## src/rtl/cpu8_pkg.sv

```systemverilog
`default_nettype none
package cpu8_pkg;

  // status register bit positions
  localparam int unsigned FlagC = 0;
  localparam int unsigned FlagZ = 1;
  localparam int unsigned FlagI = 2;
  localparam int unsigned FlagD = 3;
  localparam int unsigned FlagB = 4;
  localparam int unsigned FlagU = 5;
  localparam int unsigned FlagV = 6;
  localparam int unsigned FlagN = 7;

  localparam logic [7:0] StatusHeld = 8'hCF;
  localparam logic [7:0] SpReset    = 8'hFF;

  localparam logic [1:0] StackNone = 2'd0;
  localparam logic [1:0] StackPush = 2'd1;
  localparam logic [1:0] StackPull = 2'd2;

  typedef enum logic [5:0] {
    OP_NOP, OP_ILL, OP_ORA, OP_AND, OP_EOR, OP_ADC, OP_SBC, OP_STA, OP_LDA,
    OP_CMP, OP_SHA, OP_SHM, OP_STX, OP_STY, OP_LDX, OP_LDY, OP_DEC, OP_INC,
    OP_CPX, OP_CPY, OP_BIT, OP_BR, OP_FLAG, OP_TAX, OP_TXA, OP_TAY, OP_TYA,
    OP_TXS, OP_TSX, OP_INX, OP_INY, OP_DEX, OP_DEY, OP_PHA, OP_PHP, OP_PLA,
    OP_PLP
  } op_e;

  // classified instruction handed from front to back
  typedef struct packed {
    op_e        op;
    logic [2:0] aux;
    logic [7:0] operand;
  } uop_t;

  // one result transaction
  typedef struct packed {
    logic       mem_write;
    logic [7:0] write_data;
    logic [1:0] stack_use;
    logic       branch_taken;
    logic       illegal_opcode;
    logic [7:0] acc;
    logic [7:0] x;
    logic [7:0] y;
    logic [7:0] sp;
    logic [7:0] status;
  } result_t;

endpackage
`default_nettype wire

```

## src/rtl/cpu8_execute_unit.sv

```systemverilog
`default_nettype none
// Execute stage of a 6502-style CPU, queue ports on both sides. One
// instruction per cycle while the input is not stalled: the front decodes
// the opcode as it is pushed, a two-entry queue holds decoded instructions,
// and the back updates A, X, Y, SP and P and places the result in a
// two-entry result queue. A result reaches the result ports from a register
// written when the back accepts its instruction; only a held-off pop stalls
// the input.
module cpu8_execute_unit import cpu8_pkg::*; (
  input  wire logic       clk_i,
  input  wire logic       rst_ni,
  input  wire logic       push,
  output logic            full,
  input  wire logic [7:0] opcode_i,
  input  wire logic [7:0] operand_i,
  output logic            empty,
  input  wire logic       pop,
  output logic            mem_write_o,
  output logic [7:0]      write_data_o,
  output logic [1:0]      stack_use_o,
  output logic            branch_taken_o,
  output logic            illegal_opcode_o,
  output logic [7:0]      acc_out_o,
  output logic [7:0]      x_out_o,
  output logic [7:0]      y_out_o,
  output logic [7:0]      sp_out_o,
  output logic [7:0]      status_out_o
);

  uop_t    dec_uop, q_uop;
  logic    q_valid, q_rd;
  result_t res;

  // decode
  cpu8_front u_front (
    .opcode_i  (opcode_i),
    .operand_i (operand_i),
    .uop_o     (dec_uop)
  );

  // decoupling queue
  cpu8_uop_queue u_queue (
    .clk_i     (clk_i),
    .rst_ni    (rst_ni),
    .wr_i      (push),
    .wr_data_i (dec_uop),
    .full_o    (full),
    .rd_i      (q_rd),
    .rd_data_o (q_uop),
    .valid_o   (q_valid)
  );

  // execute
  cpu8_back u_back (
    .clk_i       (clk_i),
    .rst_ni      (rst_ni),
    .uop_i       (q_uop),
    .uop_valid_i (q_valid),
    .uop_rd_o    (q_rd),
    .pop_i       (pop),
    .empty_o     (empty),
    .res_o       (res)
  );

  assign mem_write_o      = res.mem_write;
  assign write_data_o     = res.write_data;
  assign stack_use_o      = res.stack_use;
  assign branch_taken_o   = res.branch_taken;
  assign illegal_opcode_o = res.illegal_opcode;
  assign acc_out_o        = res.acc;
  assign x_out_o          = res.x;
  assign y_out_o          = res.y;
  assign sp_out_o         = res.sp;
  assign status_out_o     = res.status;

endmodule
`default_nettype wire

```

## src/rtl/cpu8_front.sv

```systemverilog
`default_nettype none
module cpu8_front import cpu8_pkg::*; (
  input  wire logic [7:0] opcode_i,
  input  wire logic [7:0] operand_i,
  output uop_t            uop_o
);

  logic [1:0] cc;
  logic [2:0] aaa;
  logic [2:0] bbb;

  assign cc  = opcode_i[1:0];
  assign aaa = opcode_i[7:5];
  assign bbb = opcode_i[4:2];

  // opcode classification
  always_comb begin
    uop_o.op      = OP_ILL;
    uop_o.aux     = 3'd0;
    uop_o.operand = operand_i;
    if (cc == 2'd1) begin
      if (opcode_i == 8'h89) begin
        uop_o.op = OP_ILL;
      end else begin
        case (aaa)
          3'd0:    uop_o.op = OP_ORA;
          3'd1:    uop_o.op = OP_AND;
          3'd2:    uop_o.op = OP_EOR;
          3'd3:    uop_o.op = OP_ADC;
          3'd4:    uop_o.op = OP_STA;
          3'd5:    uop_o.op = OP_LDA;
          3'd6:    uop_o.op = OP_CMP;
          default: uop_o.op = OP_SBC;
        endcase
      end
    end else if (cc == 2'd2 && !aaa[2] && (bbb[0] || bbb == 3'd2)) begin
      uop_o.op  = (bbb == 3'd2) ? OP_SHA : OP_SHM;
      uop_o.aux = {1'b0, aaa[1:0]};
    end else begin
      case (opcode_i) inside
        8'h86, 8'h96, 8'h8E:               uop_o.op = OP_STX;
        8'h84, 8'h94, 8'h8C:               uop_o.op = OP_STY;
        8'hA2, 8'hA6, 8'hB6, 8'hAE, 8'hBE: uop_o.op = OP_LDX;
        8'hA0, 8'hA4, 8'hB4, 8'hAC, 8'hBC: uop_o.op = OP_LDY;
        8'hC6, 8'hD6, 8'hCE, 8'hDE:        uop_o.op = OP_DEC;
        8'hE6, 8'hF6, 8'hEE, 8'hFE:        uop_o.op = OP_INC;
        8'hC0, 8'hC4, 8'hCC:               uop_o.op = OP_CPY;
        8'hE0, 8'hE4, 8'hEC:               uop_o.op = OP_CPX;
        8'h24, 8'h2C:                      uop_o.op = OP_BIT;
        8'h10, 8'h30, 8'h50, 8'h70, 8'h90, 8'hB0, 8'hD0, 8'hF0: begin
          uop_o.op  = OP_BR;
          uop_o.aux = opcode_i[7:5];
        end
        8'h18, 8'h38, 8'h58, 8'h78, 8'hB8, 8'hD8, 8'hF8: begin
          uop_o.op  = OP_FLAG;
          uop_o.aux = opcode_i[7:5];
        end
        8'hAA: uop_o.op = OP_TAX;
        8'h8A: uop_o.op = OP_TXA;
        8'hA8: uop_o.op = OP_TAY;
        8'h98: uop_o.op = OP_TYA;
        8'h9A: uop_o.op = OP_TXS;
        8'hBA: uop_o.op = OP_TSX;
        8'hE8: uop_o.op = OP_INX;
        8'hC8: uop_o.op = OP_INY;
        8'hCA: uop_o.op = OP_DEX;
        8'h88: uop_o.op = OP_DEY;
        8'h48: uop_o.op = OP_PHA;
        8'h08: uop_o.op = OP_PHP;
        8'h68: uop_o.op = OP_PLA;
        8'h28: uop_o.op = OP_PLP;
        8'hEA, 8'h00, 8'h20, 8'h40, 8'h60, 8'h4C, 8'h6C: uop_o.op = OP_NOP;
        default: uop_o.op = OP_ILL;
      endcase
    end
  end

endmodule
`default_nettype wire

```

## src/rtl/cpu8_uop_queue.sv

```systemverilog
`default_nettype none
module cpu8_uop_queue import cpu8_pkg::*; (
  input  wire logic clk_i,
  input  wire logic rst_ni,
  input  wire logic wr_i,
  input  uop_t      wr_data_i,
  output logic      full_o,
  input  wire logic rd_i,
  output uop_t      rd_data_o,
  output logic      valid_o
);

  uop_t       mem_q [2];
  logic       wr_ptr_q, rd_ptr_q;
  logic [1:0] cnt_q;
  logic       do_wr, do_rd;

  assign full_o    = (cnt_q == 2'd2);
  assign valid_o   = (cnt_q != 2'd0);
  assign rd_data_o = mem_q[rd_ptr_q];
  assign do_wr     = wr_i && !full_o;
  assign do_rd     = rd_i && valid_o;

  // storage
  always_ff @(posedge clk_i) begin
    if (do_wr) mem_q[wr_ptr_q] <= wr_data_i;
  end

  // pointers and fill count
  always_ff @(posedge clk_i or negedge rst_ni) begin
    if (!rst_ni) begin
      wr_ptr_q <= 1'b0;
      rd_ptr_q <= 1'b0;
      cnt_q    <= 2'd0;
    end else begin
      if (do_wr) wr_ptr_q <= !wr_ptr_q;
      if (do_rd) rd_ptr_q <= !rd_ptr_q;
      if (do_wr && !do_rd)      cnt_q <= cnt_q + 2'd1;
      else if (do_rd && !do_wr) cnt_q <= cnt_q - 2'd1;
    end
  end

endmodule
`default_nettype wire

```

## src/rtl/cpu8_back.sv

```systemverilog
`default_nettype none
module cpu8_back import cpu8_pkg::*; (
  input  wire logic clk_i,
  input  wire logic rst_ni,
  input  uop_t      uop_i,
  input  wire logic uop_valid_i,
  output logic      uop_rd_o,
  input  wire logic pop_i,
  output logic      empty_o,
  output result_t   res_o
);

  logic [7:0] a_q, x_q, y_q, sp_q, p_q;
  logic [7:0] a_d, x_d, y_d, sp_d, p_d;
  result_t    r;
  logic [7:0] m, nz_val, alu_b, shv, shr;
  logic       nz_en;
  logic [8:0] sum;
  logic [7:0] cmp_reg;
  logic [8:0] diff;
  logic       flag_sel;

  // result queue
  result_t    rq_q [2];
  logic       rw_q, rr_q;
  logic [1:0] rcnt_q;
  logic       fire, do_pop;

  assign m        = uop_i.operand;
  assign empty_o  = (rcnt_q == 2'd0);
  assign do_pop   = pop_i && !empty_o;
  assign fire     = uop_valid_i && (rcnt_q != 2'd2 || do_pop);
  assign uop_rd_o = fire;
  assign res_o    = rq_q[rr_q];

  // shared adder, compare and shifter inputs
  assign alu_b   = (uop_i.op == OP_SBC) ? ~m : m;
  assign sum     = {1'b0, a_q} + {1'b0, alu_b} + {8'd0, p_q[FlagC]};
  assign cmp_reg = (uop_i.op == OP_CPX) ? x_q : (uop_i.op == OP_CPY) ? y_q : a_q;
  assign diff    = {1'b0, cmp_reg} - {1'b0, m};
  assign shv     = (uop_i.op == OP_SHA) ? a_q : m;

  always_comb begin
    case (uop_i.aux[1:0])
      2'd0:    shr = {shv[6:0], 1'b0};
      2'd1:    shr = {shv[6:0], p_q[FlagC]};
      2'd2:    shr = {1'b0, shv[7:1]};
      default: shr = {p_q[FlagC], shv[7:1]};
    endcase
  end

  // branch condition from opcode bits
  always_comb begin
    case (uop_i.aux[2:1])
      2'd0:    flag_sel = p_q[FlagN];
      2'd1:    flag_sel = p_q[FlagV];
      2'd2:    flag_sel = p_q[FlagC];
      default: flag_sel = p_q[FlagZ];
    endcase
  end

  // execute
  always_comb begin
    a_d = a_q; x_d = x_q; y_d = y_q; sp_d = sp_q; p_d = p_q;
    nz_en = 1'b0; nz_val = 8'd0;
    r = '0;
    case (uop_i.op)
      OP_ILL:  r.illegal_opcode = 1'b1;
      OP_ORA:  begin a_d = a_q | m; nz_en = 1'b1; nz_val = a_d; end
      OP_AND:  begin a_d = a_q & m; nz_en = 1'b1; nz_val = a_d; end
      OP_EOR:  begin a_d = a_q ^ m; nz_en = 1'b1; nz_val = a_d; end
      OP_ADC, OP_SBC: begin
        a_d = sum[7:0]; nz_en = 1'b1; nz_val = a_d;
        p_d[FlagC] = sum[8];
        p_d[FlagV] = ~(a_q[7] ^ alu_b[7]) & (a_q[7] ^ sum[7]);
      end
      OP_STA:  begin r.mem_write = 1'b1; r.write_data = a_q; end
      OP_STX:  begin r.mem_write = 1'b1; r.write_data = x_q; end
      OP_STY:  begin r.mem_write = 1'b1; r.write_data = y_q; end
      OP_LDA:  begin a_d = m; nz_en = 1'b1; nz_val = m; end
      OP_LDX:  begin x_d = m; nz_en = 1'b1; nz_val = m; end
      OP_LDY:  begin y_d = m; nz_en = 1'b1; nz_val = m; end
      OP_CMP, OP_CPX, OP_CPY: begin
        p_d[FlagC] = !diff[8]; nz_en = 1'b1; nz_val = diff[7:0];
      end
      OP_SHA: begin
        p_d[FlagC] = uop_i.aux[1] ? shv[0] : shv[7];
        a_d = shr; nz_en = 1'b1; nz_val = shr;
      end
      OP_SHM: begin
        p_d[FlagC] = uop_i.aux[1] ? shv[0] : shv[7];
        r.mem_write = 1'b1; r.write_data = shr; nz_en = 1'b1; nz_val = shr;
      end
      OP_DEC: begin
        r.mem_write = 1'b1; r.write_data = m - 8'd1; nz_en = 1'b1; nz_val = m - 8'd1;
      end
      OP_INC: begin
        r.mem_write = 1'b1; r.write_data = m + 8'd1; nz_en = 1'b1; nz_val = m + 8'd1;
      end
      OP_BIT: begin
        p_d[FlagZ] = ((a_q & m) == 8'd0);
        p_d[FlagN] = m[7];
        p_d[FlagV] = m[6];
      end
      OP_BR:  r.branch_taken = (flag_sel == uop_i.aux[0]);
      OP_FLAG: begin
        case (uop_i.aux[2:1])
          2'd0:    p_d[FlagC] = uop_i.aux[0];
          2'd1:    p_d[FlagI] = uop_i.aux[0];
          2'd2:    p_d[FlagV] = 1'b0;
          default: p_d[FlagD] = uop_i.aux[0];
        endcase
      end
      OP_TAX: begin x_d = a_q; nz_en = 1'b1; nz_val = a_q; end
      OP_TXA: begin a_d = x_q; nz_en = 1'b1; nz_val = x_q; end
      OP_TAY: begin y_d = a_q; nz_en = 1'b1; nz_val = a_q; end
      OP_TYA: begin a_d = y_q; nz_en = 1'b1; nz_val = y_q; end
      OP_TXS: sp_d = x_q;
      OP_TSX: begin x_d = sp_q; nz_en = 1'b1; nz_val = sp_q; end
      OP_INX: begin x_d = x_q + 8'd1; nz_en = 1'b1; nz_val = x_d; end
      OP_INY: begin y_d = y_q + 8'd1; nz_en = 1'b1; nz_val = y_d; end
      OP_DEX: begin x_d = x_q - 8'd1; nz_en = 1'b1; nz_val = x_d; end
      OP_DEY: begin y_d = y_q - 8'd1; nz_en = 1'b1; nz_val = y_d; end
      OP_PHA: begin
        r.mem_write = 1'b1; r.write_data = a_q; r.stack_use = StackPush;
        sp_d = sp_q - 8'd1;
      end
      OP_PHP: begin
        r.mem_write = 1'b1; r.write_data = p_q | 8'h30; r.stack_use = StackPush;
        sp_d = sp_q - 8'd1;
      end
      OP_PLA: begin
        r.stack_use = StackPull; sp_d = sp_q + 8'd1;
        a_d = m; nz_en = 1'b1; nz_val = m;
      end
      OP_PLP: begin
        r.stack_use = StackPull; sp_d = sp_q + 8'd1;
        p_d = m & StatusHeld;
      end
      default: ;
    endcase
    if (nz_en) begin
      p_d[FlagZ] = (nz_val == 8'd0);
      p_d[FlagN] = nz_val[7];
    end
    r.acc = a_d; r.x = x_d; r.y = y_d; r.sp = sp_d; r.status = p_d & StatusHeld;
  end

  // architectural registers
  always_ff @(posedge clk_i or negedge rst_ni) begin
    if (!rst_ni) begin
      a_q  <= 8'd0;
      x_q  <= 8'd0;
      y_q  <= 8'd0;
      sp_q <= SpReset;
      p_q  <= 8'd0;
    end else if (fire) begin
      a_q  <= a_d;
      x_q  <= x_d;
      y_q  <= y_d;
      sp_q <= sp_d;
      p_q  <= p_d & StatusHeld;
    end
  end

  // result storage
  always_ff @(posedge clk_i) begin
    if (fire) rq_q[rw_q] <= r;
  end

  // result pointers
  always_ff @(posedge clk_i or negedge rst_ni) begin
    if (!rst_ni) begin
      rw_q   <= 1'b0;
      rr_q   <= 1'b0;
      rcnt_q <= 2'd0;
    end else begin
      if (fire)   rw_q <= !rw_q;
      if (do_pop) rr_q <= !rr_q;
      if (fire && !do_pop)      rcnt_q <= rcnt_q + 2'd1;
      else if (do_pop && !fire) rcnt_q <= rcnt_q - 2'd1;
    end
  end

endmodule
`default_nettype wire

```

## config.mk

```make
export PLATFORM = sky130hd
export DESIGN_NAME = cpu8_execute_unit
export DESIGN_NICKNAME = d
export VERILOG_FILES = /design/src/rtl/cpu8_pkg.sv /design/src/rtl/cpu8_execute_unit.sv /design/src/rtl/cpu8_front.sv /design/src/rtl/cpu8_uop_queue.sv /design/src/rtl/cpu8_back.sv
export SDC_FILE = /design/constraint.sdc
export NUM_CORES = 1
export LEC_CHECK = 0
export BUFFER_PORTS_ARGS = -buffer_cell sky130_fd_sc_hd__buf_2
export CAP_MARGIN = 0
export CORE_ASPECT_RATIO = 0.9
export CORE_MARGIN = 2
export CORE_UTILIZATION = 27
export DETAILED_ROUTE_END_ITERATION = 8
export SLEW_MARGIN = 20
export SYNTH_ARGS = -nofsm -noshare
export SYNTH_HDL_FRONTEND = slang
export SYNTH_HIERARCHICAL = 1
export SYNTH_SLANG_ARGS = --single-unit
```

## constraint.sdc

```tcl
create_clock -name clk_i -period 9.05 [get_ports clk_i]
set_input_delay 0.4525 -clock clk_i [delete_from_list [all_inputs] [get_ports clk_i]]
set_output_delay 0.4525 -clock clk_i [all_outputs]
set_load 0.05 [all_outputs]
```

After elaboration in Yosys (flattened, before gate mapping)
Memories as Yosys holds them, arrays and structs flattened.
Cells that the tools add are included.
W data, S select, Z words.
{ "word_totals": {"romBits": 0, "register_bits": 46, "n_memories": 2, "latch_bits": 0, "out_inout_bits": 55, "input_bits": 20, "wordCells": 293, "mem_bits_rw": 136} }
{ "classes": {"mux": 79, "multipliers": 0, "bitwise": 8, "shifts": 0, "n_reduce_logical": 58, "n_div": 0, "addsub": 15, "magnitude_cmp": 0, "n_eq_ne": 120} }
{ "mem_list": {"columns": ["name", "depth", "word_bits", "rd", "rd_ports_with_merged_regs", "write_ports", "line_no", "text"], "rows": [
  ["u_back.rq_q", 2, 51, 1, 0, 1, "cpu8_back.sv:24", "result_t rq_q [2];"],
  ["u_queue.mem_q", 2, 17, 1, 0, 1, "cpu8_uop_queue.sv:13", "uop_t mem_q [2];"]
]} }
{ "ops": {"columns": ["cell", "n"], "rows": [
  ["$eq A8 B8 Y1 const B", 49],
  ["$mux W6", 26],
  ["$pmux W8 S17", 1],
  ["$eq A6 B5 Y1 const B", 16],
  ["$eq A8 B7 Y1 const B", 10],
  ["$pmux W8 S8", 1],
  ["$pmux W9 S7", 1],
  ["$eq A6 B4 Y1 const B", 8],
  ["$eq A8 B6 Y1 const B", 6],
  ["$pmux W8 S3", 2],
  ["$pmux W8 S5", 1],
  ["$mux W3", 12],
  ["$add A8 B1 Y8 const B", 4],
  ["$mux W8", 4],
  ["$pmux W8 S4", 1],
  ["$sub A8 B1 Y8 const B", 4],
  ["$eq A6 B6 Y1 const B", 5],
  ["$pmux W4 S7", 1],
  ["$reduce_or A25 Y1", 1],
  ["$eq A6 B3 Y1 const B", 4],
  ["$logic_not A8 Y1", 3],
  ["$reduce_or A2 Y1", 9],
  ["$reduce_or A3 Y1", 6],
  ["$mux W1", 17],
  ["40 further kinds", 88]
]} }

Depth between registers and ports, before layout
{ "logic_depth": {"ltp_word": 30, "depth_mapped": 22, "ltp_nobuf": 16} }

Cells and area by module
Netlist, hierarchy kept.
{ "modules_own_cells": {"columns": ["module", "seq_area_each_um2", "cells_each", "n_inst", "area_per_inst_um2"], "rows": [
  ["cpu8_back", 4124.0, 1092, 1, 10471.3],
  ["cpu8_uop_queue", 1121.1, 72, 1, 1477.7],
  ["cpu8_front", 0.0, 117, 1, 754.5]
]} }

Worst setup path after synthesis
No wires, ideal clock.
{ "synth_path": {"kind": "register to register", "startpoint": "reg u_queue.rd_ptr_q", "endpoint": "reg u_back.p_q[1]", "required_ns": 8.968, "setup_ns": 0.082, "n_path_buf": 7, "synth_period_minus_slack_ns": 4.614, "stages_incl_launch_ff": 23, "slack_ns": 4.436, "arrival_ns": 4.532, "path_cell_list": "dfrtp_1 buf_6 buf_12 mux2_4 buf_2 clkbuf_1 buf_2 buf_1 clkbuf_1 mux2i_1 nor2_1 a21oi_1 ha_1 inv_1 fa_1 a21o_1 a211oi_1 a211oi_1 nor4_1 nand4_1 nor4_2 nand4_1 a31oi_1"} }
{ "synth_lines": {"columns": ["element", "line_no", "text"], "rows": [
  ["from (decl)", "cpu8_uop_queue.sv:14", "logic wr_ptr_q, rd_ptr_q;"],
  ["from (signal assigned)", "cpu8_uop_queue.sv:37", "if (do_rd) rd_ptr_q <= !rd_ptr_q;"],
  ["to (signal assigned)", "cpu8_back.sv:162", "p_q <= p_d & StatusHeld;"],
  ["to (decl)", "cpu8_back.sv:13", "logic [7:0] a_q, x_q, y_q, sp_q, p_q;"]
]} }

==> results.py <==
metrics = {
    "synth": {
        "async_flop_share": 0.253,
        "synth_fa_ha_area_frac": 0.0516,
        "yosys.area_share.simple": 0.169,
        "avgSynthCellArea_sq_um": 9.92,
        "ys_ff_latch": 182,
        "synthFlopType": "edfxtp_1",
        "synth_compound_area_frac": 0.183,
        "synth_top_family_by_area": "compound AO/OA/AOI/OAI gates",
        "ys_types": 92,
        "synth-xor-area-share": 0.0324,
        "synth-edff-count": 136,
        "syn_inst": 1281,
        "yosysWarningCount": 6,
        "ys_seq_area_frac": 0.413,
        "synth_area_sq_um": 12700,
        "synth.area.mux_share": 0.0985,
    },
    "critical_path": {
        "crit_chain": "mux2_2 > nor4b_1 > nand2_1 > xnor2_1 > fa_1 > inv_1 > fa_1 > xnor2_1 > a22o_1 > a2111oi_0 > nand4_1 > nor4_2 > nand4_1 > nand2_1",
        "slowest_stage": "dfrtp_1",
        "critical_path_arrival_ps": 6560,
        "setup.worst_path.start": "u_queue/rd_ptr_q",
        "timing.rr.start": "u_queue/rd_ptr_q",
        "setup.worst_path.start_class": "flip-flop",
        "crit_fanout": 34,
        "path_class": "reg2reg",
        "crit_family": "simple AND/OR/NAND/NOR gates",
        "crit_path_end_kind": "flip-flop",
        "path_buf_inv": 1,
        "cpPeakStageDelay_ps": 920,
        "worstPathRequired_ps": 9370,
    },
    "floorplan": {
        "die-area_sq_um": 48800,
        "die_h_um": 210,
        "row_count": 75,
        "die_w_um": 233,
        "start_util": 0.273,
        "pin_count": 75,
        "core-area_sq_um": 46500,
    },
    "clocking": {
        "cts_hold_buffers": 0,
        "clk_latency_ps": 460,
        "tritoncts": "built",
        "cts_sinks": 182,
        "cts_buffers": 17,
        "cts_max_level": 4,
        "ctsResizeCount": 0,
        "clockRootBuffer": "clkbuf_16",
        "postCtsSetupBuffers": 0,
        "clock_path_buffers": 2,
        "cts.clk_slew.worst_paths_ps": 80,
    },
    "timing": {
        "setup_viol": 0,
        "max_freq_ghz": 0.160,
        "finalSetupTns_ps": 0,
        "final_hold_viol_count": 0,
        "worstMarginPinSlew_ps": 1160,
        "fin_crit_sh": 0.690,
        "slew_headroom": 0.223,
        "clock_skew_ps": 12.7,
        "rsz0062_at_grt": "no",
        "period_needed_ps": 6250,
        "drv_slew": 0,
    },
    "finish": {
        "final_cells": 1921,
        "areaGrowthSynthToFinish_pct": 11.6,
        "fin_area_sq_um": 14200,
        "drive_above_1_share": 0.195,
        "nNetsFinal": 1361,
    },
    "detailed_routing": {
        "wl_met1_um": 19500,
        "detail-route-antenna-nets": 0,
        "drt_iter0_drc": 1139,
        "drt_drc_violations_left": 0,
        "dr.pass1.iters": 6,
        "avgRoutedWirePerCell_um": 23.0,
        "via_per_inst": 5.62,
        "wl_met2_um": 18900,
        "dr.max_layer_used": "met5",
        "dr_total_vias": 10800,
        "wl_um": 44100,
        "wl_met3_um": 3890,
    },
    "global_route": {
        "grt_pass1_vias": 10400,
        "gr-total-overflow": 0,
        "grt_usage": 0.180,
        "grt_antenna_before_repair": 3,
        "grt_max_degree": 54,
        "grt_pass1_wl_um": 66100,
    },
    "placed_design": {
        "placed_cells": 1888,
        "place_area_sq_um": 13500,
        "io_buffers": 72,
        "gp_congestion": 0.989,
        "dp_hpwl_um": 31000,
    },
    "flow_run": {
        "max-cap-violations": 0,
    },
    "hold_path": {
        "min_path_type": "in2async",
    },
    "status": {
        "status": "complete, no violations",
    },
}
-- sequential cells by signal, summed over array words and instances, names as in the netlist --
name	count
u_back/sp_q	8
u_back/p_q	6
u_queue/mem_q	34
u_queue/rd_ptr_q	1
u_back/x_q	8
u_queue/wr_ptr_q	1
u_back/rcnt_q	2
u_back/y_q	8
u_back/a_q	8
u_back/rq_q	102
u_queue/cnt_q	2
u_back/rw_q	1
u_back/rr_q	1
-- worst register-to-register path, stage by stage (launching register included) --
cell and delay, ps:
dfrtp_1 920, mux2_2 730, nor4b_1 740, nand2_1 470, xnor2_1 340, fa_1 270, inv_1 70, fa_1 420
xnor2_1 150, a22o_1 200, a2111oi_0 870, nand4_1 280, nor4_2 350, nand4_1 150, nand2_1 140
-- through the flow --
stage	setup WS [ps]	hold slack, ps	util
floorplan	4440	157	-
global placement	3050	457	0.291
detailed placement	2880	465	0.291
CTS	2880	149	0.304
global route	2540	150	0.304
finish	2800	126	0.304
-- cell type report --
class,instances,area (sq um)
repair buffers,94,526
fillers,4845,32400
inverters,43,161
clock buffers,17,425
diodes,1,2.50
well taps,616,771
multi-input cells,953,6840
flip-flops and latches,182,5250
clock inverters,15,199
-- cell families after synthesis --
group,after synthesis
buffers and inverters,147
DFF,182
muxes,106
other,1
AOI/OAI and AO/OA,333
adders and majority gates,50
xor gates and xnor gates,47
and+or+nand+nor,415
-- cell usage after synthesis, drive strengths merged, types with 6 or more instances --
library cell	count	share of area
and3	8	0.0039
nor2	104	0.031
o31ai	11	0.0065
nor3b	11	0.0065
dfrtp	38	0.075
buf	41	0.020
dfstp	8	0.017
a22oi	22	0.013
nor3	27	0.011
o311ai	7	0.0048
a221oi	11	0.0076
nor2b	30	0.015
a22o	14	0.0097
inv	41	0.012
a2bb2oi	6	0.0041
a211oi	16	0.0095
nand3	32	0.013
edfxtp	136	0.32
xnor2	32	0.022
o211ai	11	0.0065
a21oi	60	0.024
mux2	85	0.078
xor2	15	0.010
nand2	103	0.031
o21ai	62	0.024
ha	46	0.045
nor4b	6	0.0053
o21bai	8	0.0047
or2	11	0.0054
nand2b	10	0.0049
clkbuf	63	0.019
nand4	13	0.0064
nor4	18	0.0098
o221ai	8	0.0055
a31oi	23	0.011
a21o	8	0.0047
or3	10	0.0049
mux2i	17	0.013
a222oi	8	0.0063
a221o	14	0.011
-- metal layers --
metal	track usage	up-vias
met4	0.0720	4
li1	-	4869
met2	0.264	549
met3	0.0473	113
met1	0.251	5253
met5	0	-
-- final timing paths --
kind | endpoint | slack, ps | depth (start not counted)
max reg2reg | u_back/rq_q[1][1] | 2800 | 14
min reg2reg | u_back/rr_q | 470 | 1
min | u_back/a_q[5] | 130 | 2
min in group clk_i | u_queue/mem_q[1][2] | 180 | 1
max in group asynchronous | u_back/rr_q | 8410 | 2
max | u_back/rq_q[1][1] | 2800 | 14
-- layout by cell type, fill, tap and decap left out, drive strengths merged, types with 10 or more instances in the layout --
cell / Yosys / layout
buf: 41 / 94
a22oi: 22 / 22
nand3: 32 / 32
a31oi: 23 / 23
or2: 11 / 11
nor2b: 30 / 30
inv: 41 / 48
mux2i: 17 / 17
mux2: 85 / 85
xor2: 15 / 15
nor3b: 11 / 11
nor3: 27 / 27
nor4: 18 / 18
edfxtp: 136 / 136
nor2: 104 / 104
xnor2: 32 / 32
clkbuf: 63 / 17
a221oi: 11 / 11
nand4: 13 / 13
nand2: 103 / 103
dfrtp: 38 / 38
o31ai: 11 / 11
a22o: 14 / 14
o21ai: 62 / 62
a211oi: 16 / 16
a21oi: 60 / 60
o211ai: 11 / 11
a221o: 14 / 14
ha: 46 / 46
or3: 10 / 10
nand2b: 10 / 10
Power is left out: the tool's default activity adds up to more than one toggle a clock period on the data nets, which glitch-free logic cannot reach.
